<file path="src/design/esflr_pkg.sv">
// shared types, codes and constants of the escape/start/length frame receiver
package esflr_pkg;

   localparam int OP_W       = 2;
   localparam int BYTE_W     = 8;
   localparam int IDX_W      = 9;
   localparam int STATUS_W   = 3;
   localparam int LEN_W      = 9;
   localparam int TICK_W     = 16;
   localparam int CSR_ADDR_W = 4;
   localparam int CSR_DATA_W = 32;
   localparam int CSR_IDX_W  = 2;

   localparam int DEFAULT_BUFFER_DEPTH = 512;

   // operation codes
   localparam logic [OP_W-1:0] OP_BYTE = 2'd0;
   localparam logic [OP_W-1:0] OP_IDLE = 2'd1;
   localparam logic [OP_W-1:0] OP_READ = 2'd2;

   // result status codes
   localparam logic [STATUS_W-1:0] ST_NONE    = 3'd0;
   localparam logic [STATUS_W-1:0] ST_OK      = 3'd1;
   localparam logic [STATUS_W-1:0] ST_FIXED   = 3'd2;
   localparam logic [STATUS_W-1:0] ST_BAD     = 3'd3;
   localparam logic [STATUS_W-1:0] ST_TIMEOUT = 3'd4;

   // register indexes
   localparam logic [CSR_IDX_W-1:0] REG_ESCAPE     = 2'd0;
   localparam logic [CSR_IDX_W-1:0] REG_START      = 2'd1;
   localparam logic [CSR_IDX_W-1:0] REG_END        = 2'd2;
   localparam logic [CSR_IDX_W-1:0] REG_IDLE_LIMIT = 2'd3;

   localparam logic [BYTE_W-1:0] RST_ESCAPE     = 8'd27;
   localparam logic [BYTE_W-1:0] RST_START      = 8'd2;
   localparam logic [BYTE_W-1:0] RST_END        = 8'd3;
   localparam logic [TICK_W-1:0] RST_IDLE_LIMIT = 16'd10000;

   // frame layout
   localparam logic [LEN_W-1:0]  LEN_BIAS   = 9'd9;
   localparam logic [BYTE_W-1:0] GHOST_TYPE = 8'h06;
   localparam logic [IDX_W-1:0]  TYPE_POS   = 9'd2;
   localparam logic [IDX_W-1:0]  LEN_POS    = 9'd5;
   localparam logic [IDX_W-1:0]  GHOST_POS  = 9'd6;
   localparam logic [IDX_W-1:0]  BODY_POS   = 9'd2;

   typedef struct packed {
      logic [BYTE_W-1:0] escape;
      logic [BYTE_W-1:0] start_code;
      logic [BYTE_W-1:0] end_code;
      logic [TICK_W-1:0] idle_limit;
   } cfg_type;

   typedef struct packed {
      logic              wr_en;
      logic [IDX_W-1:0]  wr_addr;
      logic [BYTE_W-1:0] wr_data;
      logic              rd_en;
      logic [IDX_W-1:0]  rd_addr;
      logic              sweep_go;
      logic [LEN_W-1:0]  sweep_last;
   } store_cmd_type;

endpackage

</file>
<file path="src/design/esflr_csr.sv">
// configuration registers behind the apb-style port
module esflr_csr import esflr_pkg::*; (
   input  logic                  clock,
   input  logic                  reset,
   input  logic                  psel,
   input  logic                  penable,
   input  logic                  pwrite,
   input  logic [CSR_ADDR_W-1:0] paddr,
   input  logic [CSR_DATA_W-1:0] pwdata,
   output logic [CSR_DATA_W-1:0] prdata,
   output logic                  pready,
   output cfg_type               cfg
);

   cfg_type                cfg_ff;
   logic                   wr_en;
   logic [CSR_IDX_W-1:0]   reg_idx;

   assign wr_en   = psel & penable & pwrite;
   assign reg_idx = paddr[CSR_ADDR_W-1:2];
   assign pready  = 1'b1;
   assign cfg     = cfg_ff;

   always_ff @(posedge clock) begin
      if (reset) begin
         cfg_ff.escape     <= RST_ESCAPE;
         cfg_ff.start_code <= RST_START;
         cfg_ff.end_code   <= RST_END;
         cfg_ff.idle_limit <= RST_IDLE_LIMIT;
      end else if (wr_en) begin
         unique case (reg_idx)
            REG_ESCAPE:     cfg_ff.escape     <= pwdata[BYTE_W-1:0];
            REG_START:      cfg_ff.start_code <= pwdata[BYTE_W-1:0];
            REG_END:        cfg_ff.end_code   <= pwdata[BYTE_W-1:0];
            REG_IDLE_LIMIT: cfg_ff.idle_limit <= pwdata[TICK_W-1:0];
         endcase
      end
   end

   always_comb begin
      unique case (reg_idx)
         REG_ESCAPE:     prdata = CSR_DATA_W'(cfg_ff.escape);
         REG_START:      prdata = CSR_DATA_W'(cfg_ff.start_code);
         REG_END:        prdata = CSR_DATA_W'(cfg_ff.end_code);
         REG_IDLE_LIMIT: prdata = CSR_DATA_W'(cfg_ff.idle_limit);
      endcase
   end

endmodule

</file>
<file path="config.mk">
export PLATFORM = sky130hd
export DESIGN_NAME = esflr_csr
export DESIGN_NICKNAME = d
export VERILOG_FILES = /design/src/design/esflr_pkg.sv /design/src/design/esflr_csr.sv
export SDC_FILE = /design/constraint.sdc
export NUM_CORES = 1
export LEC_CHECK = 0
export BUFFER_PORTS_ARGS = -buffer_cell sky130_fd_sc_hd__buf_4
export CORE_MARGIN = 4
export CORE_UTILIZATION = 30
export CTS_CLUSTER_DIAMETER = 50
export DETAILED_ROUTE_END_ITERATION = 8
export PLACE_DENSITY = 0.68
export SYNTH_ARGS = -nofsm -noshare
export SYNTH_HDL_FRONTEND = slang
export SYNTH_SLANG_ARGS = --single-unit
</file>
<file path="constraint.sdc">
create_clock -name clock -period 1.87 [get_ports clock]
set_clock_uncertainty 0.1 [all_clocks]
set_input_delay 0.561 -clock clock [delete_from_list [all_inputs] [get_ports clock]]
set_output_delay 0.561 -clock clock [all_outputs]
set_load 0.01 [all_outputs]
</file>
# Word-level counts from Yosys, hierarchy flattened
# Cells that the tools add are included.
# totals
ff_bits,40
inputBits,41
out_inout_bits,73
elab_cells,15
# op_classes
n_eq_ne,3
muxes,1
bitwise_logic,2
reduce_logical,5
# ops
cell,n
$pmux W32 S4,1
$reduce_and A2 Y1,4
$eq A2 B2 Y1 const B,2
$and A1 B1 Y1,2
$eq A2 B1 Y1 const B,1
$logic_not A2 Y1,1

# Longest topological paths before layout
# Gate-level depths: netlist (run 1).
# depth
word_depth,3
ltp_mapped,4

# Worst setup path before layout (run 1)
# Ideal clock, no wire load.
# synth_timing
path_kind,input to output
startpoint,in paddr[3]
endpoint,out prdata[1]
arrival_time_ns,1.314
setup_slack_ns,-0.105
stages,2
cell_sequence,clkbuf_8 mux4_1
# synth_via
elab_chain_len,2
word_cells_on_any_way,5
cone_classes,3 x eq/ne; 1 x mux; 1 x reduce/logical
# synth_rtl
item,line_no,source
start: declaration,esflr_csr.sv:8,"input logic [CSR_ADDR_W-1:0] paddr,"
"$eq A2 B2 Y1, or another cell as far along",esflr_csr.sv:41,unique case (reg_idx)
$pmux W32 S4 (*),esflr_csr.sv:41,
end: declaration,esflr_csr.sv:10,"output logic [CSR_DATA_W-1:0] prdata,"
# Every way passes the cells marked *; elsewhere a longest branch is shown, timed or not. The select of a mux whose other input is x is not followed.

# Worst setup path in the final report (run 1)
# Same ends and word-level chain as after synthesis.

==> results of run 1 <==
## metrics by stage
stage	utilization	worst slack (ns)	hold WS, ns
finish	0.4428	-0.1338	0.3945
global placement	0.4054	-0.3197	0.3738
detailed placement	0.4054	-0.3158	0.3845
floorplan	-	-0.01198	0.4015
CTS	0.4391	-0.1413	0.3973
global route	0.4428	-0.1596	0.4138
## synthesized netlist by cell type, drive strengths merged
cell type,number
and3,8
buf,24
clkbuf,9
conb,2
dfxtp,40
mux2i,29
mux4,8
nand2,1
nand2b,29
nand3,1
nor2,21
nor2b,11
nor3b,2
o21ai,22
or2,1
or3,1
or3b,2
## worst paths after layout
path	start	to	slack, ns	cells after the start
hold reg to reg	cfg[27]	cfg[27]	0.39	2
hold / removal	cfg[27]	cfg[27]	0.39	2
setup / recovery	paddr[3]	prdata[1]	-0.13	3
setup reg to reg	cfg[0]	cfg[0]	1.04	3
## what timing repair did
item | in CTS | in global routing
pin swaps | 0 | 0
endpoints found under the setup margin | 13 | 12
buffers inserted | 3 | 0
gates cloned | 1 | 0
gates resized for setup | 18 | 6
## power groups by stage
stage	clock network (mW)	logic (mW)	registers, mW
finish	0.693	0.267	0.871
global route	0.750	0.288	0.872
CTS	0.717	0.270	0.871
detailed placement	0	0.241	0.891
global placement	0	0.240	0.890
floorplan	0	0.151	0.894
## critical path: cells and delay by family
kind | cells | cell delay [ns]
muxes | 1 | 0.52
buffers and inverters | 2 | 0.25
## final cells by class
cell class,instances,area share
Clock inverter,2,0.01171
Sequential cell,40,0.2677
Timing Repair Buffer,101,0.2928
Clock buffer,6,0.02426
Tap cell,80,0.03346
Multi-Input combinational cell,153,0.3701
## metal layers
layer,global-route usage,vias up
met5,0,-
met4,0.04146,0
met3,0.03397,5
met2,0.2281,50
met1,0.1533,792
li1,-,860
## kinds of logic after synthesis
group,share of synthesized area
multiplexers,0.2304
other,0.003620
flip-flops,0.3860
buffers and inverters,0.1086
AND/OR/NAND/NOR,0.2183
AO/OA/AOI/OAI,0.05307
==> summary.txt, run 1 <==
Power
  • Switching Power: approximately 430 uW
  • Pwr dens: between 600 and 700 nW/um^2
  • Sequential Power Share: 0.476
  • Tot Pwr: 1.830 mW
  • P_int: 1.405 mW
  • Clock power frac: 0.379
  • Switching part of the total: 0.2324
  • Comb pwr share: 0.146
  • Max IR drop VDD: 0.0002563 V
  • P_leak: 1.389 nW

Hold path
  • Worst hold path class: flip-flop to flip-flop

Floorplan
  • Die X: between 90 and 100 um
  • Total core area: approximately 6800 sq um
  • Num rows: 30
  • # IOs: 114
  • Die area: a little over 8000 sq um
  • Starting Density: 0.3070
  • Die height: 91.16 um

Critical path
  • CP max stage cell: mux4_2
  • CP max FO: 7
  • WP data arrival: 1.34 ns
  • WP data required: 1.21 ns
  • Crit end category: primary output
  • CP peak stage delay: 0.52 ns
  • Critical path, cell by cell: buf_16 -> mux4_2 -> buf_6
  • CP startpoint kind: primary input
  • CP Class: primary input to primary output

Detailed routing
  • Vias post-DR: 1707
  • Top Metal Used: met4
  • Drc violations: 0
  • Met3 wire len: 353 um
  • WL met1: 2258 um
  • Final ANT Viol Nets: 0
  • Via-to-Cell Ratio: approximately 4.5
  • Avg WL per Cell: approximately 14 um
  • Drt pass-1 iters: 4
  • Final wirelength: 5480 um
  • Detailed Route Iter0 Violations: 40
  • DR WL met2: 2810 um

Yosys
  • Number of synthesized register bits: 40
  • Post-synth top area cell: dfxtp_1
  • Unique masters post-synth: 22
  • Synth warn: 0
  • Post-synthesis instance total: about 210
  • Synth area leaders: dfxtp_1, mux2i_1, nand2b_1
  • Seq/Total Area, Yosys: 0.3860
  • Synth top area share: 0.3860
  • Mean Syn Cell Area: 9.832 sq um
  • Syn Std Cell Area: 2074 sq um

Cells and area
  • Commonest non-fill, non-tap cell in the layout: buf_4
  • Area grow syn2layout: 44.21%
  • Number of flip-flops in the largest register: 40
  • Multi-input logic area: about 1100 sq um
  • Nets: 342
  • Share of cells above drive strength 1: 0.4073
  • Fill count: 681
  • Non-Filler Instances: 382
  • Commonest non-fill, non-tap cells in the layout: buf_4, dfxtp_1, nand2b_1, mux2i_1
  • Final Cell Area: 2992 sq um
  • Register area: 800.8 sq um
  • Diode count: 0

Clocking
  • Cts bufs inserted: 5
  • CTS tree: built
  • Clock Pin Slew Worst Setup and Hold Paths: 0.07 ns
  • Max H-tree Level: 2
  • Clock Tree Root: clkbuf_8
  • Clock sinks: 40
  • Deepest clock path buffer count: 2
  • Worst skew pair latency: 0.28 ns
  • CTS hold repair buffers: 0

Run status
  • Failing checks: setup timing
  • Status: finished, violations left

Placed design
  • DP Cell Count: 370
  • Hpwl dp: 4074 um
  • RePlAce Congestion: 0.7295
  • IO Port Bufs: 78
  • Post-DP Area: 2739 sq um

Global routing
  • Antenna violations before repair: 0
  • Total global-route track usage: 0.1298
  • Gr ovfl total: 0
  • Largest net degree at the start of global routing: 26
  • Global-route wire length before repair: 8549 um
  • Number of global-route vias before repair: 1696

Timing
  • Unrepaired setup endpoints after global routing: yes
  • Final hold viol count: 0
  • Setup TNS: -0.8773 ns
  • PnR worst setup slack: -0.1338 ns
  • Max Freq: 499.1 MHz
  • Final setup fails: 8
  • Min Tclk post-route: 2.004 ns
  • Max-slew violation count: 0
  • Final worst-path cycle share: 1.072

Flow run
  • Maxcap violations: 0
Note: power is estimated with default switching activity, not from simulation.
==> run 2, diff against run 1 <==
--- a/config.mk
+++ b/config.mk
@@ -6,11 +6,13 @@
 export NUM_CORES = 1
 export LEC_CHECK = 0
 export BUFFER_PORTS_ARGS = -buffer_cell sky130_fd_sc_hd__buf_4
+export CELL_PAD_IN_SITES_DETAIL_PLACEMENT = 0
+export CELL_PAD_IN_SITES_GLOBAL_PLACEMENT = 1
 export CORE_MARGIN = 4
 export CORE_UTILIZATION = 30
 export CTS_CLUSTER_DIAMETER = 50
 export DETAILED_ROUTE_END_ITERATION = 8
-export PLACE_DENSITY = 0.68
+export PLACE_DENSITY = 0.86
 export SYNTH_ARGS = -nofsm -noshare
 export SYNTH_HDL_FRONTEND = slang
 export SYNTH_SLANG_ARGS = --single-unit
==> summary.txt, run 2 (synthesis gave the netlist of run 1 again) <==
Run status
  • Status: finished, violations left
  • Failing checks: setup timing

Power
  • P_leak: 1.345 nW (-3.2%)
  • Switching part of the total: 0.2544 (+0.02200)
  • Tot Pwr: 1.742 mW (-4.8%)
  • Switching Power: 443.2 uW (+4.2%)
  • Comb pwr share: 0.148 (+0.002)
  • Max IR drop VDD: 0.0002156 V (-16%)
  • Clock power frac: 0.352 (-0.027)
  • Sequential Power Share: 0.500 (+0.024)
  • Pwr dens: 601.0 nW/um^2 (-1.7%)
  • P_int: 1.299 mW (-7.5%)

Clocking
  • Deepest clock path buffer count: 2 (unchanged)
  • Worst skew pair latency: 0.29 ns (about the same)
  • Clock Pin Slew Worst Setup and Hold Paths: 0.08 ns (about the same)
  • Clock sinks: 40 (unchanged)
  • Cts bufs inserted: 5 (unchanged)
  • Max H-tree Level: 2 (unchanged)
  • Clock Tree Root: clkbuf_8
  • CTS tree: built

Floorplan
  • Total core area: 6756 sq um (unchanged)
  • Die height: 91.16 um (unchanged)
  • Starting Density: 0.3070 (unchanged)
  • # IOs: 114 (unchanged)
  • Num rows: 30 (unchanged)
  • Die area: 8309 sq um (unchanged)
  • Die X: 91.16 um (unchanged)

Global routing
  • Gr ovfl total: 0 (unchanged)
  • Total global-route track usage: 0.1379 (+0.008116)
  • Largest net degree at the start of global routing: 26 (unchanged)
  • GRT Max-Usage Layer: met2
  • Global-route wire length before repair: 9032 um (+5.6%)
  • Antenna violations before repair: 0 (unchanged)
  • GR met3 Demand/Resource: 0.04640 (+0.01243)
  • Number of global-route vias before repair: 1715 (+1.1%)
  • Met2 usage: 0.2373 (+0.009197)
  • M1 GR Usage: 0.1613 (+0.007957)

Detailed routing
  • Detailed Route Iter0 Violations: 23 (-43%)
  • Final ANT Viol Nets: 0 (unchanged)
  • Vias post-DR: 1719 (+0.70%)
  • Via-to-Cell Ratio: 4.572 (+2.3%)
  • Final wirelength: 5621 um (+2.6%)
  • Drt pass-1 iters: 4 (unchanged)
  • Drc violations: 0 (unchanged)
  • Avg WL per Cell: 14.95 um (+4.2%)

Cells and area
  • Multi-input logic area: 1097 sq um (-0.90%)
  • Diode count: 0 (unchanged)
  • Fill count: 694 (+1.9%)
  • Area grow syn2layout: 39.75%
  • Commonest non-fill, non-tap cells in the layout: buf_4, dfxtp_1, nand2b_1, mux2i_1
  • Number of flip-flops in the largest register: 40 (unchanged)
  • Post-layout util: 0.4291 (-0.01370)
  • Commonest non-fill, non-tap cell in the layout: buf_4
  • Final Cell Area: 2899 sq um (-3.1%)
  • Register area: 800.8 sq um (unchanged)
  • Share of cells above drive strength 1: 0.3919 (-0.01539)
  • Nets: 336 (-1.8%)

Critical path
  • CP max FO: 6 (-1)
  • CP max stage cell: mux4_2
  • CP peak stage delay: 0.52 ns (about the same)
  • Crit end category: primary output
  • Critical path, cell by cell: buf_16 -> mux4_2 -> buf_6
  • CP startpoint kind: primary input
  • Critical path's top delay family: multiplexers
  • CP bufs+invs: 2 (unchanged)
  • FF-to-FF path depth: 3 (unchanged)
  • Instance count on the critical path: 3 (unchanged)
  • WP data required: 1.21 ns (about the same)
  • WP data arrival: 1.34 ns (about the same)
  • CP Class: primary input to primary output

Flow run
  • Maxcap violations: 0 (unchanged)

Timing
  • Unrepaired setup endpoints after global routing: yes
  • Max-slew violation count: 0 (unchanged)
  • Min Tclk post-route: 1.997 ns (-0.006628 ns)
  • Setup TNS: -0.8585 ns (+0.01882 ns)
  • Max Freq: 500.7 MHz (+0.33%)
  • Final hold viol count: 0 (unchanged)
  • Final worst-path cycle share: 1.068 (-0.003544)
  • Final setup fails: 8 (unchanged)
  • PnR worst setup slack: -0.1271 ns (+0.006628 ns)

Placed design
  • Place WS: -0.3089 ns (+0.006913 ns)
  • IO Port Bufs: 78 (unchanged)
  • Hpwl dp: 4016 um (-1.4%)
  • RePlAce Congestion: 0.7727 (+5.9%)
  • Post-DP Area: 2716 sq um (-0.82%)

Hold path
  • Worst hold path class: flip-flop to flip-flop
  • Hold Crit Depth: 2 (unchanged)
-- run 2: cell count changes in the layout (fill, tap and decap cells not counted), moves of 2 or more --
cell and delta:
and3_1 +2, and3_4 -2, buf_6 -6, clkinvlp_4 +2
-- run 2: stage by stage --
step	hold WS, ns	instances
3_3_place_gp	0.3724	367
5_1_grt	0.4214	376
6_report	0.3943	376
2_1_floorplan	0.4015	226
4_1_cts	0.3988	376
3_5_place_dp	0.3855	367
-- run 2: final timing paths --
check / from / endpoint / slack [ns]
max: paddr[3] / prdata[2] / -0.13
min: cfg[19] / cfg[19] / 0.39
max reg2reg: cfg[12] / cfg[12] / 1.03
min reg2reg: cfg[19] / cfg[19] / 0.39
-- run 2: layout make-up --
type / instances / area share
multi-input cells: 153 / 0.3785
repair buffers: 95 / 0.2771
flip-flops and latches: 40 / 0.2762
well taps: 80 / 0.03453
clock buffers: 6 / 0.02849
clock inverters: 2 / 0.005179
-- run 2: routing by layer --
| layer | vias to the layer above | share of wire |
|---|---|---|
| met5 | - | 0 |
| met4 | 0 | 0.014 |
| met3 | 8 | 0.075 |
| met2 | 62 | 0.49 |
| met1 | 797 | 0.43 |
| li1 | 852 | - |
-- run 2: power by group through the flow --
stage          logic [mW]  registers (mW)  clock network (mW)
2_1_floorplan       0.151           0.894                   0
3_3_place_gp        0.238           0.890                   0
3_5_place_dp        0.241           0.891                   0
4_1_cts             0.262           0.871               0.643
5_1_grt             0.282           0.872               0.678
6_report            0.258           0.871               0.613
-- run 2: worst reg2reg max path, delay by kind of cell (launching register included) --
kind / cells / cell delay (ns)
AO/OA/AOI/OAI: 2 / 0.17
AND/OR/NAND/NOR: 1 / 0.13
flip-flops: 1 / 0.33
-- run 2: repair_timing --
action / in CTS / in global routing
endpoints found under the setup margin: 14 / 8
resized for setup: 15 / 0
hold buffers: 0 / 0
setup buffers: 1 / 0
gates cloned: 1 / 0
==> run 3, diff against run 2 <==
--- a/config.mk
+++ b/config.mk
@@ -8,7 +8,6 @@
 export BUFFER_PORTS_ARGS = -buffer_cell sky130_fd_sc_hd__buf_4
 export CELL_PAD_IN_SITES_DETAIL_PLACEMENT = 0
 export CELL_PAD_IN_SITES_GLOBAL_PLACEMENT = 1
-export CORE_MARGIN = 4
 export CORE_UTILIZATION = 30
 export CTS_CLUSTER_DIAMETER = 50
 export DETAILED_ROUTE_END_ITERATION = 8
==> summary.txt, run 3 (synthesis gave the netlist of run 1 again) <==
Run status
  • Status: finished, violations left
  • Failing checks: setup timing

Critical path
  • WP data arrival: 1.32 ns (-0.02 ns)
  • Instance count on the critical path: 3 (unchanged)
  • R2R setup slack: 1.00 ns (-0.03 ns)
  • Critical path's top delay family: multiplexers
  • CP endpoint: prdata[6]
  • Reg2reg start: cfg[2]
  • FF-to-FF path depth: 3 (unchanged)
  • CP bufs+invs: 2 (unchanged)
  • CP max stage cell: mux4_2
  • Crit end category: primary output
  • Crit path from: paddr[3]
  • CP peak stage delay: 0.51 ns (about the same)
  • Critical path, cell by cell: buf_16 -> mux4_2 -> buf_6
  • CP Class: primary input to primary output
  • CP startpoint kind: primary input
  • CP max FO: 5 (-1)
  • Reg2Reg Capture Point: cfg[2]
  • WP data required: 1.21 ns (about the same)

Cells and area
  • Share of cells above drive strength 1: 0.4026 (+0.01075)
  • Non-Filler Instances: 380 (+1.1%)
  • Area grow syn2layout: 42.70%
  • Final Cell Area: 2960 sq um (+2.1%)
  • Commonest non-fill, non-tap cell in the layout: buf_4
  • Nets: 343 (+2.1%)
  • Number of flip-flops in the largest register: 40 (unchanged)
  • Diode count: 0 (unchanged)
  • Commonest non-fill, non-tap cells in the layout: buf_4, dfxtp_1, nand2b_1, mux2i_1

Timing
  • Min Tclk post-route: 1.982 ns (-0.01476 ns)
  • PnR worst setup slack: -0.1124 ns (+0.01476 ns)
  • Max-slew violation count: 0 (unchanged)
  • Max Freq: 504.4 MHz (+0.74%)
  • Final worst-path cycle share: 1.060 (-0.007895)
  • Unrepaired setup endpoints after global routing: yes
  • Final hold viol count: 0 (unchanged)
  • Final setup fails: 8 (unchanged)

Placed design
  • RePlAce Congestion: 0.7428 (-3.9%)
  • IO Port Bufs: 78 (unchanged)
  • Post-DP Area: 2738 sq um (+0.78%)
  • DP Cell Count: 369 (+0.54%)
  • Hpwl dp: 3963 um (-1.3%)

Floorplan
  • Total core area: 6495 sq um (-3.9%)
  • Num rows: 29 (-3.3%)
  • Die height: 85.16 um (-6.6%)
  • Die X: 85.16 um (-6.6%)
  • # IOs: 114 (unchanged)
  • Die area: 7251 sq um (-13%)
  • Starting Density: 0.3194 (+0.01236)

Power
  • P_int: 1.315 mW (+1.2%)
  • Pwr dens: 586.8 nW/um^2 (-2.4%)
  • Tot Pwr: 1.737 mW (-0.31%)
  • Switching Power: 422.5 uW (-4.7%)
  • Sequential Power Share: 0.501 (about the same)
  • P_leak: 1.384 nW (+2.9%)
  • Comb pwr share: 0.158 (+0.010)
  • Clock power frac: 0.341 (-0.011)
  • Max IR drop VDD: 0.0003674 V (+70%)
  • Switching part of the total: 0.2432 (-0.01116)

Clocking
  • Clock Pin Slew Worst Setup and Hold Paths: 0.07 ns (about the same)
  • Cts bufs inserted: 5 (unchanged)
  • Clock sinks: 40 (unchanged)
  • Max H-tree Level: 2 (unchanged)
  • CTS tree: built
  • Worst skew pair latency: 0.29 ns (about the same)
  • Clock Tree Root: clkbuf_8
  • Deepest clock path buffer count: 2 (unchanged)

Hold path
  • Worst hold path class: flip-flop to flip-flop

Detailed routing
  • Final ANT Viol Nets: 0 (unchanged)
  • Drt pass-1 iters: 4 (unchanged)
  • Avg WL per Cell: 14.33 um (-4.1%)
  • Drc violations: 0 (unchanged)
  • Via-to-Cell Ratio: 4.618 (+1.0%)
  • Vias post-DR: 1755 (+2.1%)
  • Detailed Route Iter0 Violations: 64 (+180%)
  • Final wirelength: 5447 um (-3.1%)

Global routing
  • Largest net degree at the start of global routing: 33 (+27%)
  • Antenna violations before repair: 0 (unchanged)
  • Gr ovfl total: 0 (unchanged)
  • Total global-route track usage: 0.1549 (+0.01697)
  • Global-route wire length before repair: 8576 um (-5.0%)
  • Number of global-route vias before repair: 1708 (-0.41%)

Flow run
  • Maxcap violations: 0 (unchanged)
==> run 3: layer usage <==
layer / part of all wire / vias up / GRT usage
met5: 0 / - / 0
met4: 0.026 / 0 / 0.06626
met3: 0.055 / 11 / 0.04086
met2: 0.51 / 63 / 0.2713
met1: 0.41 / 821 / 0.1780
li1: - / 860 / -
==> run 3: worst min-delay path by stage <==
stage	from	to	slack [ns]	cells past startpoint
6_report	cfg[29]	cfg[29]	0.40	2
5_1_grt	cfg[19]	cfg[19]	0.41	2
4_1_cts	cfg[19]	cfg[19]	0.40	2
3_5_place_dp	cfg[19]	cfg[19]	0.39	2
3_3_place_gp	cfg[30]	cfg[30]	0.38	2
2_1_floorplan	cfg[24]	cfg[24]	0.40	2
==> run 3: what timing repair did <==
action,CTS,global route
hold buffers,0,0
setup buffers,3,0
resized for setup,22,1
cloned,1,0
pin swaps,0,0
endpoints found under the setup margin,12,12
==> run 3: layout make-up <==
class                      instances  area, sq um
multi-input combinational        153         1102
clock buffer                       8        90.09
tap                               77        96.34
sequential                        40        800.8
timing repair buffer             102        870.8
fill                             638         3535
==> run 3: worst reg2reg max path, stage by stage (launching register included) <==
cell and delay [ns]:
dfxtp_1 0.36, nor2b_1 0.15, o21ai_0 0.10, o21ai_1 0.09
==> run 3: through the flow <==
| step | setup slack, ns | hold slack (ns) | util | TNS [ns] |
|---|---|---|---|---|
| after floorplan | -0.01198 | 0.4015 | - | -0.08386 |
| after global placement | -0.2970 | 0.3779 | 0.4215 | -2.587 |
| after detailed placement | -0.3181 | 0.3894 | 0.4215 | -2.892 |
| after CTS | -0.1204 | 0.3998 | 0.4562 | -0.8505 |
| after global routing | -0.1387 | 0.4142 | 0.4558 | -0.9126 |
| final | -0.1124 | 0.3986 | 0.4558 | -0.8071 |
==> run 3: power groups by stage <==
| stage | logic (mW) | registers [mW] | clock network, mW |
|---|---|---|---|
| floorplan | 0.151 | 0.894 | 0 |
| global placement | 0.240 | 0.890 | 0 |
| detailed placement | 0.244 | 0.891 | 0 |
| CTS | 0.277 | 0.871 | 0.609 |
| global route | 0.296 | 0.872 | 0.652 |
| finish | 0.274 | 0.871 | 0.592 |
