===== src/design/esflr_pkg.sv =====
// shared types, codes and constants of the escape/start/length frame receiver
package esflr_pkg;

   localparam int OP_W       = 2;
   localparam int BYTE_W     = 8;
   localparam int IDX_W      = 9;
   localparam int STATUS_W   = 3;
   localparam int LEN_W      = 9;
   localparam int TICK_W     = 16;
   localparam int CSR_ADDR_W = 4;
   localparam int CSR_DATA_W = 32;
   localparam int CSR_IDX_W  = 2;

   localparam int DEFAULT_BUFFER_DEPTH = 512;

   // operation codes
   localparam logic [OP_W-1:0] OP_BYTE = 2'd0;
   localparam logic [OP_W-1:0] OP_IDLE = 2'd1;
   localparam logic [OP_W-1:0] OP_READ = 2'd2;

   // result status codes
   localparam logic [STATUS_W-1:0] ST_NONE    = 3'd0;
   localparam logic [STATUS_W-1:0] ST_OK      = 3'd1;
   localparam logic [STATUS_W-1:0] ST_FIXED   = 3'd2;
   localparam logic [STATUS_W-1:0] ST_BAD     = 3'd3;
   localparam logic [STATUS_W-1:0] ST_TIMEOUT = 3'd4;

   // register indexes
   localparam logic [CSR_IDX_W-1:0] REG_ESCAPE     = 2'd0;
   localparam logic [CSR_IDX_W-1:0] REG_START      = 2'd1;
   localparam logic [CSR_IDX_W-1:0] REG_END        = 2'd2;
   localparam logic [CSR_IDX_W-1:0] REG_IDLE_LIMIT = 2'd3;

   localparam logic [BYTE_W-1:0] RST_ESCAPE     = 8'd27;
   localparam logic [BYTE_W-1:0] RST_START      = 8'd2;
   localparam logic [BYTE_W-1:0] RST_END        = 8'd3;
   localparam logic [TICK_W-1:0] RST_IDLE_LIMIT = 16'd10000;

   // frame layout
   localparam logic [LEN_W-1:0]  LEN_BIAS   = 9'd9;
   localparam logic [BYTE_W-1:0] GHOST_TYPE = 8'h06;
   localparam logic [IDX_W-1:0]  TYPE_POS   = 9'd2;
   localparam logic [IDX_W-1:0]  LEN_POS    = 9'd5;
   localparam logic [IDX_W-1:0]  GHOST_POS  = 9'd6;
   localparam logic [IDX_W-1:0]  BODY_POS   = 9'd2;

   typedef struct packed {
      logic [BYTE_W-1:0] escape;
      logic [BYTE_W-1:0] start_code;
      logic [BYTE_W-1:0] end_code;
      logic [TICK_W-1:0] idle_limit;
   } cfg_type;

   typedef struct packed {
      logic              wr_en;
      logic [IDX_W-1:0]  wr_addr;
      logic [BYTE_W-1:0] wr_data;
      logic              rd_en;
      logic [IDX_W-1:0]  rd_addr;
      logic              sweep_go;
      logic [LEN_W-1:0]  sweep_last;
   } store_cmd_type;

endpackage


===== src/design/esflr_req_if.sv =====
// request channel: op, received byte and read offset
interface esflr_req_if import esflr_pkg::*; ();
   logic              valid;
   logic              ready;
   logic [OP_W-1:0]   op;
   logic [BYTE_W-1:0] rx_byte;
   logic [IDX_W-1:0]  read_index;

   modport source (output valid, output op, output rx_byte, output read_index, input ready);
   modport sink   (input valid, input op, input rx_byte, input read_index, output ready);
endinterface


===== src/design/esflr_rsp_if.sv =====
// response channel: status, frame length and read data
interface esflr_rsp_if import esflr_pkg::*; ();
   logic                valid;
   logic                ready;
   logic [STATUS_W-1:0] status;
   logic [LEN_W-1:0]    frame_length;
   logic [BYTE_W-1:0]   read_data;

   modport source (output valid, output status, output frame_length, output read_data,
                   input ready);
   modport sink   (input valid, input status, input frame_length, input read_data,
                   output ready);
endinterface


===== src/design/esflr_ctrl.sv =====
// framing state, request decode and the two-stage response path
module esflr_ctrl import esflr_pkg::*; #(
   parameter int BUFFER_DEPTH = DEFAULT_BUFFER_DEPTH
) (
   input  logic              clock,
   input  logic              reset,
   input  cfg_type           cfg,
   esflr_req_if.sink         req,
   esflr_rsp_if.source       rsp,
   output store_cmd_type     store_cmd,
   input  logic [BYTE_W-1:0] store_rd_data,
   input  logic              store_busy
);

   // framing state
   logic              collecting_ff, collecting_in;
   logic              prev_valid_ff, prev_valid_in;
   logic [BYTE_W-1:0] prev_byte_ff, prev_byte_in;
   logic [IDX_W-1:0]  write_pos_ff, write_pos_in;
   logic [TICK_W-1:0] idle_count_ff, idle_count_in;
   logic              ghost_ff, ghost_in;
   logic [LEN_W-1:0]  len_ff, len_in;
   logic [BYTE_W-1:0] hdr0_ff, hdr0_in;
   logic [BYTE_W-1:0] hdr1_ff, hdr1_in;

   // response stage and output register
   logic                s1_valid_ff;
   logic [STATUS_W-1:0] s1_status_ff;
   logic [LEN_W-1:0]    s1_len_ff;
   logic [BYTE_W-1:0]   s1_byte_ff;
   logic                s1_from_mem_ff;
   logic                out_valid_ff;
   logic [STATUS_W-1:0] out_status_ff;
   logic [LEN_W-1:0]    out_len_ff;
   logic [BYTE_W-1:0]   out_data_ff;

   logic                accept, out_free, s1_move;
   logic [STATUS_W-1:0] res_status;
   logic [LEN_W-1:0]    res_len;
   logic [BYTE_W-1:0]   res_byte;
   logic                res_from_mem;
   logic [IDX_W-1:0]    pos;
   logic                end_match;
   logic [TICK_W-1:0]   idle_next, idle_lim;
   store_cmd_type       cmd;

   assign out_free  = ~out_valid_ff | rsp.ready;
   assign s1_move   = s1_valid_ff & out_free;
   assign req.ready = ~store_busy & (~s1_valid_ff | out_free);
   assign accept    = req.valid & req.ready;

   assign pos       = write_pos_ff + IDX_W'(1);
   assign end_match = (prev_byte_ff == cfg.escape) & (req.rx_byte == cfg.end_code);
   assign idle_next = idle_count_ff + TICK_W'(1);
   assign idle_lim  = (cfg.idle_limit == '0) ? TICK_W'(1) : cfg.idle_limit;

   always_comb begin
      collecting_in = collecting_ff;
      prev_valid_in = prev_valid_ff;
      prev_byte_in  = prev_byte_ff;
      write_pos_in  = write_pos_ff;
      idle_count_in = idle_count_ff;
      ghost_in      = ghost_ff;
      len_in        = len_ff;
      hdr0_in       = hdr0_ff;
      hdr1_in       = hdr1_ff;
      res_status    = ST_NONE;
      res_len       = '0;
      res_byte      = '0;
      res_from_mem  = 1'b0;
      cmd           = '0;

      unique case (req.op)
         OP_BYTE: begin
            if (!collecting_ff) begin
               if (prev_valid_ff && prev_byte_ff == cfg.escape &&
                   req.rx_byte == cfg.start_code) begin
                  hdr0_in       = cfg.escape;
                  hdr1_in       = cfg.start_code;
                  write_pos_in  = BODY_POS;
                  collecting_in = 1'b1;
                  prev_valid_in = 1'b0;
                  idle_count_in = '0;
               end else begin
                  prev_byte_in  = req.rx_byte;
                  prev_valid_in = 1'b1;
               end
            end else begin
               cmd.wr_en    = 1'b1;
               cmd.wr_addr  = write_pos_ff;
               cmd.wr_data  = req.rx_byte;
               write_pos_in = pos;
               prev_byte_in = req.rx_byte;
               if (write_pos_ff == TYPE_POS) begin
                  ghost_in = (req.rx_byte == GHOST_TYPE);
               end
               if (write_pos_ff == LEN_POS) begin
                  len_in = LEN_W'(req.rx_byte) + LEN_BIAS;
               end
               // len_ff is at least the bias, so this never fires before offset 5
               if (LEN_W'(pos) >= len_ff) begin
                  if (LEN_W'(pos) == len_ff) begin
                     if (end_match) begin
                        res_status = ST_OK;
                        res_len    = len_ff;
                     end else if (!ghost_ff) begin
                        res_status = ST_BAD;
                     end
                  end else if (end_match) begin
                     // ghost byte at offset 6: shift the body down by one
                     res_status     = ST_FIXED;
                     res_len        = len_ff;
                     cmd.sweep_go   = 1'b1;
                     cmd.sweep_last = len_ff;
                  end else begin
                     res_status = ST_BAD;
                  end
                  if (res_status != ST_NONE) begin
                     collecting_in = 1'b0;
                     prev_valid_in = 1'b0;
                     prev_byte_in  = '0;
                     idle_count_in = '0;
                  end
               end
            end
         end
         OP_IDLE: begin
            if (idle_next >= idle_lim) begin
               res_status    = ST_TIMEOUT;
               collecting_in = 1'b0;
               prev_valid_in = 1'b0;
               prev_byte_in  = '0;
               idle_count_in = '0;
            end else begin
               idle_count_in = idle_next;
            end
         end
         OP_READ: begin
            if (req.read_index == IDX_W'(0)) begin
               res_byte = hdr0_ff;
            end else if (req.read_index == IDX_W'(1)) begin
               res_byte = hdr1_ff;
            end else if (32'(req.read_index) < BUFFER_DEPTH) begin
               cmd.rd_en    = 1'b1;
               cmd.rd_addr  = req.read_index;
               res_from_mem = 1'b1;
            end
         end
         default: begin
         end
      endcase
   end

   assign store_cmd = accept ? cmd : '0;

   always_ff @(posedge clock) begin
      if (reset) begin
         collecting_ff <= 1'b0;
         prev_valid_ff <= 1'b0;
         prev_byte_ff  <= '0;
         write_pos_ff  <= '0;
         idle_count_ff <= '0;
         ghost_ff      <= 1'b0;
         len_ff        <= LEN_BIAS;
      end else if (accept) begin
         collecting_ff <= collecting_in;
         prev_valid_ff <= prev_valid_in;
         prev_byte_ff  <= prev_byte_in;
         write_pos_ff  <= write_pos_in;
         idle_count_ff <= idle_count_in;
         ghost_ff      <= ghost_in;
         len_ff        <= len_in;
      end
      if (accept) begin
         hdr0_ff <= hdr0_in;
         hdr1_ff <= hdr1_in;
      end
   end

   always_ff @(posedge clock) begin
      if (reset) begin
         s1_valid_ff  <= 1'b0;
         out_valid_ff <= 1'b0;
      end else begin
         if (accept) begin
            s1_valid_ff <= 1'b1;
         end else if (s1_move) begin
            s1_valid_ff <= 1'b0;
         end
         if (s1_move) begin
            out_valid_ff <= 1'b1;
         end else if (rsp.ready) begin
            out_valid_ff <= 1'b0;
         end
      end
      if (accept) begin
         s1_status_ff   <= res_status;
         s1_len_ff      <= res_len;
         s1_byte_ff     <= res_byte;
         s1_from_mem_ff <= res_from_mem;
      end
      // memory read data lines up with the stage after the accept
      if (s1_move) begin
         out_status_ff <= s1_status_ff;
         out_len_ff    <= s1_len_ff;
         out_data_ff   <= s1_from_mem_ff ? store_rd_data : s1_byte_ff;
      end
   end

   assign rsp.valid        = out_valid_ff;
   assign rsp.status       = out_status_ff;
   assign rsp.frame_length = out_len_ff;
   assign rsp.read_data    = out_data_ff;

endmodule


===== src/flat_wrapper.sv =====
// flat-port wrapper written by rule: the top's interface ports become plain ports
module esflr_ctrl_flat import esflr_pkg::*;
#(
   parameter int BUFFER_DEPTH = DEFAULT_BUFFER_DEPTH
)
  (clock, reset, cfg, store_cmd, store_rd_data, store_busy, req_valid, req_op, req_rx_byte, req_read_index, req_ready, rsp_valid, rsp_status, rsp_frame_length, rsp_read_data, rsp_ready);
  esflr_req_if req_i ();
  esflr_rsp_if rsp_i ();
  input  logic clock;
  input  logic reset;
  input  cfg_type cfg;
  output store_cmd_type store_cmd;
  input  logic [BYTE_W-1:0] store_rd_data;
  input  logic store_busy;
  input wire logic [$bits(req_i.valid)-1:0] req_valid;
  input wire logic [$bits(req_i.op)-1:0] req_op;
  input wire logic [$bits(req_i.rx_byte)-1:0] req_rx_byte;
  input wire logic [$bits(req_i.read_index)-1:0] req_read_index;
  output wire logic [$bits(req_i.ready)-1:0] req_ready;
  output wire logic [$bits(rsp_i.valid)-1:0] rsp_valid;
  output wire logic [$bits(rsp_i.status)-1:0] rsp_status;
  output wire logic [$bits(rsp_i.frame_length)-1:0] rsp_frame_length;
  output wire logic [$bits(rsp_i.read_data)-1:0] rsp_read_data;
  input wire logic [$bits(rsp_i.ready)-1:0] rsp_ready;
  assign req_i.valid = req_valid;
  assign req_i.op = req_op;
  assign req_i.rx_byte = req_rx_byte;
  assign req_i.read_index = req_read_index;
  assign req_ready = req_i.ready;
  assign rsp_valid = rsp_i.valid;
  assign rsp_status = rsp_i.status;
  assign rsp_frame_length = rsp_i.frame_length;
  assign rsp_read_data = rsp_i.read_data;
  assign rsp_i.ready = rsp_ready;
  esflr_ctrl #(.BUFFER_DEPTH(BUFFER_DEPTH)) u_core (.clock(clock), .reset(reset), .cfg(cfg), .req(req_i), .rsp(rsp_i), .store_cmd(store_cmd), .store_rd_data(store_rd_data), .store_busy(store_busy));
endmodule

===== config.mk =====
export PLATFORM = sky130hd
export DESIGN_NAME = esflr_ctrl_flat
export DESIGN_NICKNAME = d
export VERILOG_FILES = /design/src/design/esflr_pkg.sv /design/src/design/esflr_req_if.sv /design/src/design/esflr_rsp_if.sv /design/src/design/esflr_ctrl.sv /design/src/flat_wrapper.sv
export SDC_FILE = /design/constraint.sdc
export NUM_CORES = 1
export LEC_CHECK = 0
export BUFFER_PORTS_ARGS = -buffer_cell sky130_fd_sc_hd__buf_2
export CELL_PAD_IN_SITES_DETAIL_PLACEMENT = 0
export CELL_PAD_IN_SITES_GLOBAL_PLACEMENT = 1
export CORE_MARGIN = 2
export CORE_UTILIZATION = 42
export CTS_CLUSTER_DIAMETER = 50
export DETAILED_ROUTE_END_ITERATION = 6
export GPL_TIMING_DRIVEN = 0
export PLACE_DENSITY_LB_ADDON = 0.3
export SLEW_MARGIN = 0
export SYNTH_ARGS = -nofsm -noshare
export SYNTH_HDL_FRONTEND = slang
export SYNTH_SLANG_ARGS = --single-unit
export TNS_END_PERCENT = 30

===== constraint.sdc =====
create_clock -name clock -period 3.89 [get_ports clock]
set_clock_uncertainty 0.2 [all_clocks]
set_input_delay 0.5835 -clock clock [delete_from_list [all_inputs] [get_ports clock]]
set_output_delay 0.5835 -clock clock [all_outputs]
set_load 0.03 [all_outputs]

Word-level counts from Yosys, hierarchy flattened
Cells that the tools add are included.

Bits of input ports: 72. Logic and storage cells: 125. Output and inout port bits: 60. Flip-flop bits (word level): 104.

Add/sub/neg operators: 3. $lt $le $gt $ge: 2. Bitwise logic cells: 11. Mux-type cells: 56. Equal/unequal tests: 15. Reductions and logical operators: 20.

Operators with widths (number): 16-bit two-way mux (6); 10-bit two-way mux (8); 8-bit two-way mux (8); 38-bit two-way mux (1); 18-bit two-way mux (2); 16-bit case mux with 2 select lines (1); 8-bit equality test (3); 3-bit two-way mux (8); 4-bit AND reduction (5); 9-bit two-way mux (2); 16-bit by 1-bit adder with 16-bit output, second input constant (1); 16-bit >= comparator (1); 16-bit logical NOT (1); 8-bit case mux with 2 select lines (1); 1-bit two-way mux (15); 5-bit AND reduction (2); 8-bit by 4-bit adder with 9-bit output, second input constant (1); 9-bit by 1-bit adder with 9-bit output, second input constant (1); 9-bit by 1-bit equality test with 1-bit output, second input constant (1); 9-bit by 2-bit equality test with 1-bit output, second input constant (1); 9-bit by 3-bit equality test with 1-bit output, second input constant (1); 9-bit equality test (1); 9-bit >= comparator (1); 9-bit logical NOT (1); other kinds (19) (34).

Depth between registers and ports, before layout
Gate-level depths: netlist (run 1).

Word-level depth: 12. Mapped depth: 15. Gate-level depth less buffers: 14.

Worst setup path after synthesis (run 1)
No wires, ideal clock.

Path type: register -> output. Start: reg u_core.write_pos_ff[0]. End: out store_cmd[0] in the netlist's numbering. Arrival time: 2594 ps. Buffers on the path: 1. Path slack: 512 ps. Stages on the path, launching flop included: 13. Cells stage by stage: dfxtp_1 > ha_1 > and3_1 > and3_1 > nand3_1 > xnor2_1 > ha_1 > nand4_1 > nor2_1 > a21oi_1 > and3_1 > buf_2 > and2_1.

RTL lines: start, declared (line esflr_ctrl.sv:19) `logic [IDX_W-1:0] write_pos_ff, write_pos_in;`; start signal, assigned (line esflr_ctrl.sv:169) `write_pos_ff <= write_pos_in;`; end, declared (line flat_wrapper.sv:12) `output store_cmd_type store_cmd;`.

==> results.md, run 1 <==
- Critical path class: reg2out
- WL met1: 6.121 mm
- RePlAce Congestion: 0.8343
- Setup crit end kind: output port
- Post-synthesis adder-cell area fraction: 6.565%
- Worst Hold Class: reg2reg
- Vias in the first global route: 4,315
- Core Region: 13,830 um^2
- Met2 Routed Length: 6.933 mm
- Antenna fix cells: 0
- Port-buffer cells: 124
- Placed inst area: 6756 um^2
- Later-pin clock latency in the skew report: 0.35 ns
- First-pass GRT wire length: 21.62 mm
- Post-synth top cells: 57 x edfxtp_1, 47 x dfxtp_1, 39 x nor2_1, 33 x and2_1, 33 x inv_1
- Crit path max fanout: 10
- Mapped Nets: 666
- Status: finished, final reports clean
- Crit-path most repeated cell: and3_1
- Total power: 2.243 mW
- Total GRT Usage: 18.92%
- Initial Util: 42.73%
- Longest Clk Path Bufs: 2
- CTS tree: done
- Vias after detailed routing: 4,637
- Detailed-route DRC error count: 0
- Reg clk slew, reported paths: 0.07 ns
- Arrival time of the worst setup path: 2.99 ns
- Final hold viol count: 0
- Flop and latch count out of synthesis: 104
- Die Y: 122.6 um
- Top FF cell, synth: edfxtp_1
- Distinct cell type count of the synthesized netlist: 63
- Compound-gate portion of the synthesized area: 9.742%
- Ranking of synthesized cells by area: edfxtp_1 29%, dfxtp_1 16%, ha_1 6.6%
- Synth Area in XOR/XNOR: 8.026%
- Ys async rst share: 0%
- VDD IR-drop max: 0.0002056 V
- Final Cell Area: 7127 um^2
- Rel. slew slack: 41.27%
- Post-synth top area cell: edfxtp_1
- Upper clock frequency limit: 0.2650 GHz
- Slowest-stage cell, CP: dfxtp_4
- Starting DRT DRC Count: 231
- Placed cells: 867
- Main combinational cell family by area after synthesis: simple AND/OR/NAND/NOR gates
- Post-synth top area share: 28.97%
- Synth-to-layout area growth: 20.63%
- Critical Path Start Type: flip-flop
- Register area share after synthesis: 44.90%
- Synth Warn #: 0
- Mux contribution to synthesized area: 5.273%
- Most frequent cell after synthesis: edfxtp_1
- Synthesized area: 5908 um^2
- Cell count after synthesis: 563
- CP cell instances: and3_2, and3_1, nand3_1, xnor2_2, ha_1, o21a_1, o22a_2, and3_1, buf_2, and2_1, buf_4
- H-tree Lvls: 3
- Initial antenna violation count: 2
- FP Rows: 43
- Final setup viols: 0
- Final core utilization: 51.54%
- Largest net degree at the start of global routing: 23
- Pwr Density: 314.7 nW/um^2
- Slowest stage delay, CP: 0.40 ns
- TritonRoute pass-1 iters: 4
- Post-DRT Antenna Nets: 0
- Die ar.: 15,030 um^2
- Post-Synth Simple-Gate Area: 19.97%
- Worst Tran Pin Value: 0.8769 ns
- Hold-fix buffer count after cts: 0
- Minimum clock period: 3.774 ns
- Total routed wirelength: 14.10 mm
- Final TNS setup: 0 ns
- Final HPWL DP: 11.15 mm
- Tcrit/Tclk final: 97.01%
- Clk root buf: clkbuf_16
- Nets: 802
- Clock Sinks: 104
- Post-Syn Area per Cell: 10.49 um^2
- Via density: 5.245
- WL met3: 836 um
- Critical path required time: 3.11 ns
- Die Width: 122.6 um
- Max-slew violations: 0
- Num ports: 132
- Wire per inst: 15.95 um
- GR Overflow Total: 0
- CTS Buf Count: 9
- Post-synth EDFFs: 57
- Non-filler cells, final: 884
- Max layer used: met5
- Leak Pwr: 3.163 nW
- Share of cells above drive strength 1: 30.68%
- Total of max-cap violations: 0
-- flip-flops by register name, indices dropped and copies added (netlist names), 3 cells and up --
| name | count |
|---|---|
| u_core.s1_status_ff | 3 |
| u_core.idle_count_ff | 16 |
| u_core.hdr0_ff | 8 |
| u_core.hdr1_ff | 8 |
| u_core.s1_len_ff | 9 |
| u_core.s1_byte_ff | 8 |
| u_core.rsp.status | 3 |
| u_core.prev_byte_ff | 8 |
| u_core.write_pos_ff | 9 |
| u_core.len_ff | 9 |
| u_core.rsp.frame_length | 9 |
| u_core.rsp.read_data | 8 |
-- routing by layer --
layer / vias to the layer above / GRT usage, %
li1: 2289 / -
met1: 2203 / 22.95
met2: 125 / 33.33
met3: 16 / 4.275
met4: 4 / 5.819
met5: - / 0
-- repair_timing --
item                                    CTS  global route
setup buffers                             0             4
resized for setup                        10            11
endpoints found under the setup margin   10            33
pin swaps                                 0             1
-- layout make-up --
| type | instances | area, um^2 |
|---|---|---|
| buffer | 29 | 191.4 |
| clock buffer | 9 | 225.2 |
| clock inverter | 7 | 56.30 |
| fill | 1249 | 6700 |
| inverter | 33 | 123.9 |
| multi-input combinational | 394 | 2983 |
| sequential | 104 | 2664 |
| tap | 180 | 225.2 |
| timing repair buffer | 128 | 658.1 |
-- worst max-delay path, delay by kind of cell (launching register included) --
kind	cells	cell delay, ns
AND/OR/NAND/NOR	5	0.90
AO/OA/AOI/OAI	2	0.44
flip-flops	1	0.40
adder cells (fa/ha/maj)	1	0.37
buffers and inverters	2	0.34
XOR/XNOR	1	0.19
-- per-stage QoR --
stage	hold slack (ns)	worst slack, ns
global placement	0.2033	0.2244
detailed placement	0.2045	0.1772
floorplan	0.2003	0.5125
CTS	0.2191	0.01744
global route	0.2205	-0.01635
finish	0.2183	0.1165
-- placed cells by master, fill, tap and decap left out, types with 3 or more instances in the layout --
cell       count
nand3_1        9
xnor2_1       13
and3_1        10
inv_1         33
a21oi_1       18
nor2_1        38
nand3b_1       3
nand2b_1       7
a311oi_1       6
nor3_1        16
o211ai_1       3
and2_1        33
nor4_1         8
o21ai_0        6
a211oi_1       8
ha_1          30
dfxtp_1       44
mux2i_1        9
buf_2        126
clkbuf_16      9
xnor2_2        8
dfxtp_4        3
nor2b_1       14
nor4_2         3
a22o_1         8
nand2_1       29
clkbuf_1      12
mux2_2         9
buf_4          9
edfxtp_1      57
nor4b_1        7
mux2_4         8
xor2_1        28
nand4_1       11
a21o_1         3
nand3_2        3
buf_6          7
nor3b_1        3
-- worst paths after layout --
check	slack, ns	end	depth (start not counted)	from
hold reg to reg	0.22	u_core.rsp.frame_length[0]$_DFFE_PP_	0	u_core.s1_len_ff[0]$_SDFFCE_PN0P_
setup reg to reg	0.31	u_core.prev_byte_ff[4]$_SDFFE_PP0P_	14	u_core.idle_count_ff[0]$_SDFFE_PP0P_
hold / removal	0.22	u_core.rsp.frame_length[0]$_DFFE_PP_	0	u_core.s1_len_ff[0]$_SDFFCE_PN0P_
setup / recovery	0.12	store_cmd[8]	11	u_core.write_pos_ff[2]$_SDFFE_PP0P_
-- logic make-up (layout without fill, tap and decap cells) --
| family | count (synthesis) | after routing |
|---|---|---|
| and+or+nand+nor | 210 | 210 |
| DFF | 104 | 104 |
| AOI/OAI and AO/OA | 78 | 78 |
| buffers and inverters | 65 | 206 |
| xor gates and xnor gates | 49 | 49 |
| adders and majority gates | 31 | 31 |
| muxes | 26 | 26 |
-- report_power, final --
part	internal [mW]	switching [mW]
sequential	1.17	0.00423
combinational	0.0862	0.117
clock	0.442	0.427
total	1.70	0.548
No activity file was read; power rests on OpenSTA's default activity.
==> run 2: changes to the inputs <==
--- a/config.mk
+++ b/config.mk
@@ -14,6 +14,7 @@
 export DETAILED_ROUTE_END_ITERATION = 6
 export GPL_TIMING_DRIVEN = 0
 export PLACE_DENSITY_LB_ADDON = 0.3
+export RECOVER_POWER = 100
 export SLEW_MARGIN = 0
 export SYNTH_ARGS = -nofsm -noshare
 export SYNTH_HDL_FRONTEND = slang
==> constraint.sdc (replaced) <==
create_clock -name clock -period 3.89 [get_ports clock]
set_clock_uncertainty 0.2 [all_clocks]
set_input_delay 0.389 -clock clock [delete_from_list [all_inputs] [get_ports clock]]
set_output_delay 0.389 -clock clock [all_outputs]
set_load 0.03 [all_outputs]
==> run 2 against run 1 <==
- the flow now finishes with violations (capacitance limit, slew limit)
- setup slack gained 0.075 ns
- combinational power down 3%
- via count fell by 0.45%
- global-route usage about the same
- maximum frequency grew 2.0%
- cell count is 0.34% lower
- sequential share of layout area up 0.87 points
- clock power about the same
- critical path type unchanged
==> results.md, run 2 (same netlist as run 1, synthesis figures left out) <==
- GR Overflow Total: 0
- Arrival time of the worst setup path: 3.11 ns
- Antenna fix cells: 0
- CTS tree: done
- Final HPWL DP: 11.15 mm
- Total of max-cap violations: 1
- Most flop-heavy register: u_core.idle_count_ff
- Vias after detailed routing: 4,616
- Starting DRT DRC Count: 236
- Reg clk slew, reported paths: 0.07 ns
- Final setup viols: 0
- Slowest-stage cell, CP: dfxtp_4
- Most common library cell in the layout ignoring fill and taps: clkbuf_1
- Critical Path Start Type: flip-flop
- Critical path required time: 3.30 ns
- FP Rows: 43
- Wire per inst: 16.15 um
- Total GRT Usage: 18.89%
- Max-slew violations: 21
- Die ar.: 15,030 um^2
- Total routed wirelength: 14.23 mm
- Non-filler cells, final: 881
- Worst Tran Pin Value: 1.512 ns
- Area of the multi-input gates: 2935 um^2
- Most frequent cells in the layout: 78 x clkbuf_1, 57 x edfxtp_1, 51 x buf_2
- VDD IR-drop max: 0.0002069 V
- CTS Buf Count: 9
- Via density: 5.240
- Longest Clk Path Bufs: 2
- Final hold viol count: 0
- Crit path max fanout: 10
- Detailed-route DRC error count: 0
- Clock Sinks: 104
- Clk root buf: clkbuf_16
- Initial antenna violation count: 2
- Final TNS setup: 0 ns
- Placed cells: 867
- Initial Util: 42.73%
- Core Region: 13,830 um^2
- Buf/Inv on CP: 2
- TritonRoute pass-1 iters: 4
- Nets: 799
- Setup crit end kind: output port
- FF-to-FF setup slack: 0.33 ns
- H-tree Lvls: 3
- Num ports: 132
- FILL cells: 1,300
- Synth-to-layout area growth: 17.66%
- Critical path class: reg2out
- Storage element area: 2659 um^2
- Failing checks: capacitance limit, slew limit
- RSZ-0062 raised after global routing: false
- Rel. slew slack: -1.028%
- Share of cells above drive strength 1: 20.11%
- Minimum clock period: 3.699 ns
- Port-buffer cells: 124
- CP delay by family, top: simple AND/OR/NAND/NOR gates
- Total power: 2.240 mW
- Tcrit/Tclk final: 95.08%
- Slowest stage delay, CP: 0.39 ns
- Status: finished, violations left
- Worst Hold Class: in2reg
- Max reg flops: 16
- Largest net degree at the start of global routing: 23
- Post-DRT Antenna Nets: 0
- Die Width: 122.6 um
- Die Y: 122.6 um
- Pwr Density: 322.2 nW/um^2
- RePlAce Congestion: 0.8343
- Upper clock frequency limit: 0.2704 GHz
- CP cell instances: ha_2, and3_2, and3_1, nand3_1, xnor2_2, ha_1, nand4_1, nor2_2, a21oi_1, and3_1, buf_2, and2_1, buf_2
- Leak Pwr: 2.902 nW
- Vias in the first global route: 4,308
- Final Cell Area: 6952 um^2
- First-pass GRT wire length: 21.60 mm
- Placed inst area: 6756 um^2
- Later-pin clock latency in the skew report: 0.35 ns
run 2: changes by cell type in the layout (fill, tap and decap cells not counted), sizes merged:
cell and delta:
buf -83, clkbuf +80
run 2: metal layers:
metal | share of wire, % | wire (um) | up-vias | global-route usage [%]
met4 | 1.2 | 171 | 4 | 5.819
li1 | - | - | 2280 | -
met5 | 0.20 | 29 | - | 0
met3 | 6.4 | 910 | 15 | 4.275
met2 | 49 | 6935 | 132 | 33.23
met1 | 43 | 6186 | 2185 | 22.95
run 2: final cells by class:
class / count / share of cell area, %
Clock inverter: 7 / 0.8099
Multi-Input combinational cell: 394 / 42.22
Clock buffer: 9 / 3.240
Sequential cell: 104 / 38.25
Timing Repair Buffer: 124 / 7.847
Inverter: 33 / 1.782
Tap cell: 180 / 3.240
Buffer: 30 / 2.610
run 2: through the flow:
| stage | hold slack, ns | util, % | worst slack [ns] |
|---|---|---|---|
| floorplan | 0.2003 | - | 0.7070 |
| global placement | 0.2033 | 48.85 | 0.2616 |
| detailed placement | 0.2045 | 48.86 | 0.2252 |
| CTS | 0.02457 | 50.88 | 0.06791 |
| global route | 0.06374 | 50.28 | 0.01322 |
| finish | 0.06604 | 50.28 | 0.1912 |
run 2: worst paths after layout:
path / startpoint / endpoint / cells past startpoint
worst max-delay path: u_core.write_pos_ff[0]$_SDFFE_PP0P_ / store_cmd[8] / 13
worst min-delay path: cfg[36] / u_core.hdr0_ff[4]$_DFFE_PP_ / 1
worst max register to register: u_core.idle_count_ff[0]$_SDFFE_PP0P_ / u_core.prev_byte_ff[4]$_SDFFE_PP0P_ / 14
worst min register to register: u_core.s1_len_ff[0]$_SDFFCE_PN0P_ / u_core.rsp.frame_length[0]$_DFFE_PP_ / 0
run 2: where the power goes:
| group | leakage, nW | total (mW) | internal (mW) | switching, mW |
|---|---|---|---|---|
| Clock | 0.135 | 0.870 | 0.442 | 0.428 |
| Sequential | 0.926 | 1.17 | 1.17 | 0.00441 |
| Combinational | 1.84 | 0.197 | 0.0807 | 0.116 |
run 2: repair_timing:
action,4_1_cts,5_1_grt
hold buffers,0,0
hold endpoints to repair,0,0
endpoints found under the setup margin,4,32
resized for setup,1,9
setup buffers,0,0
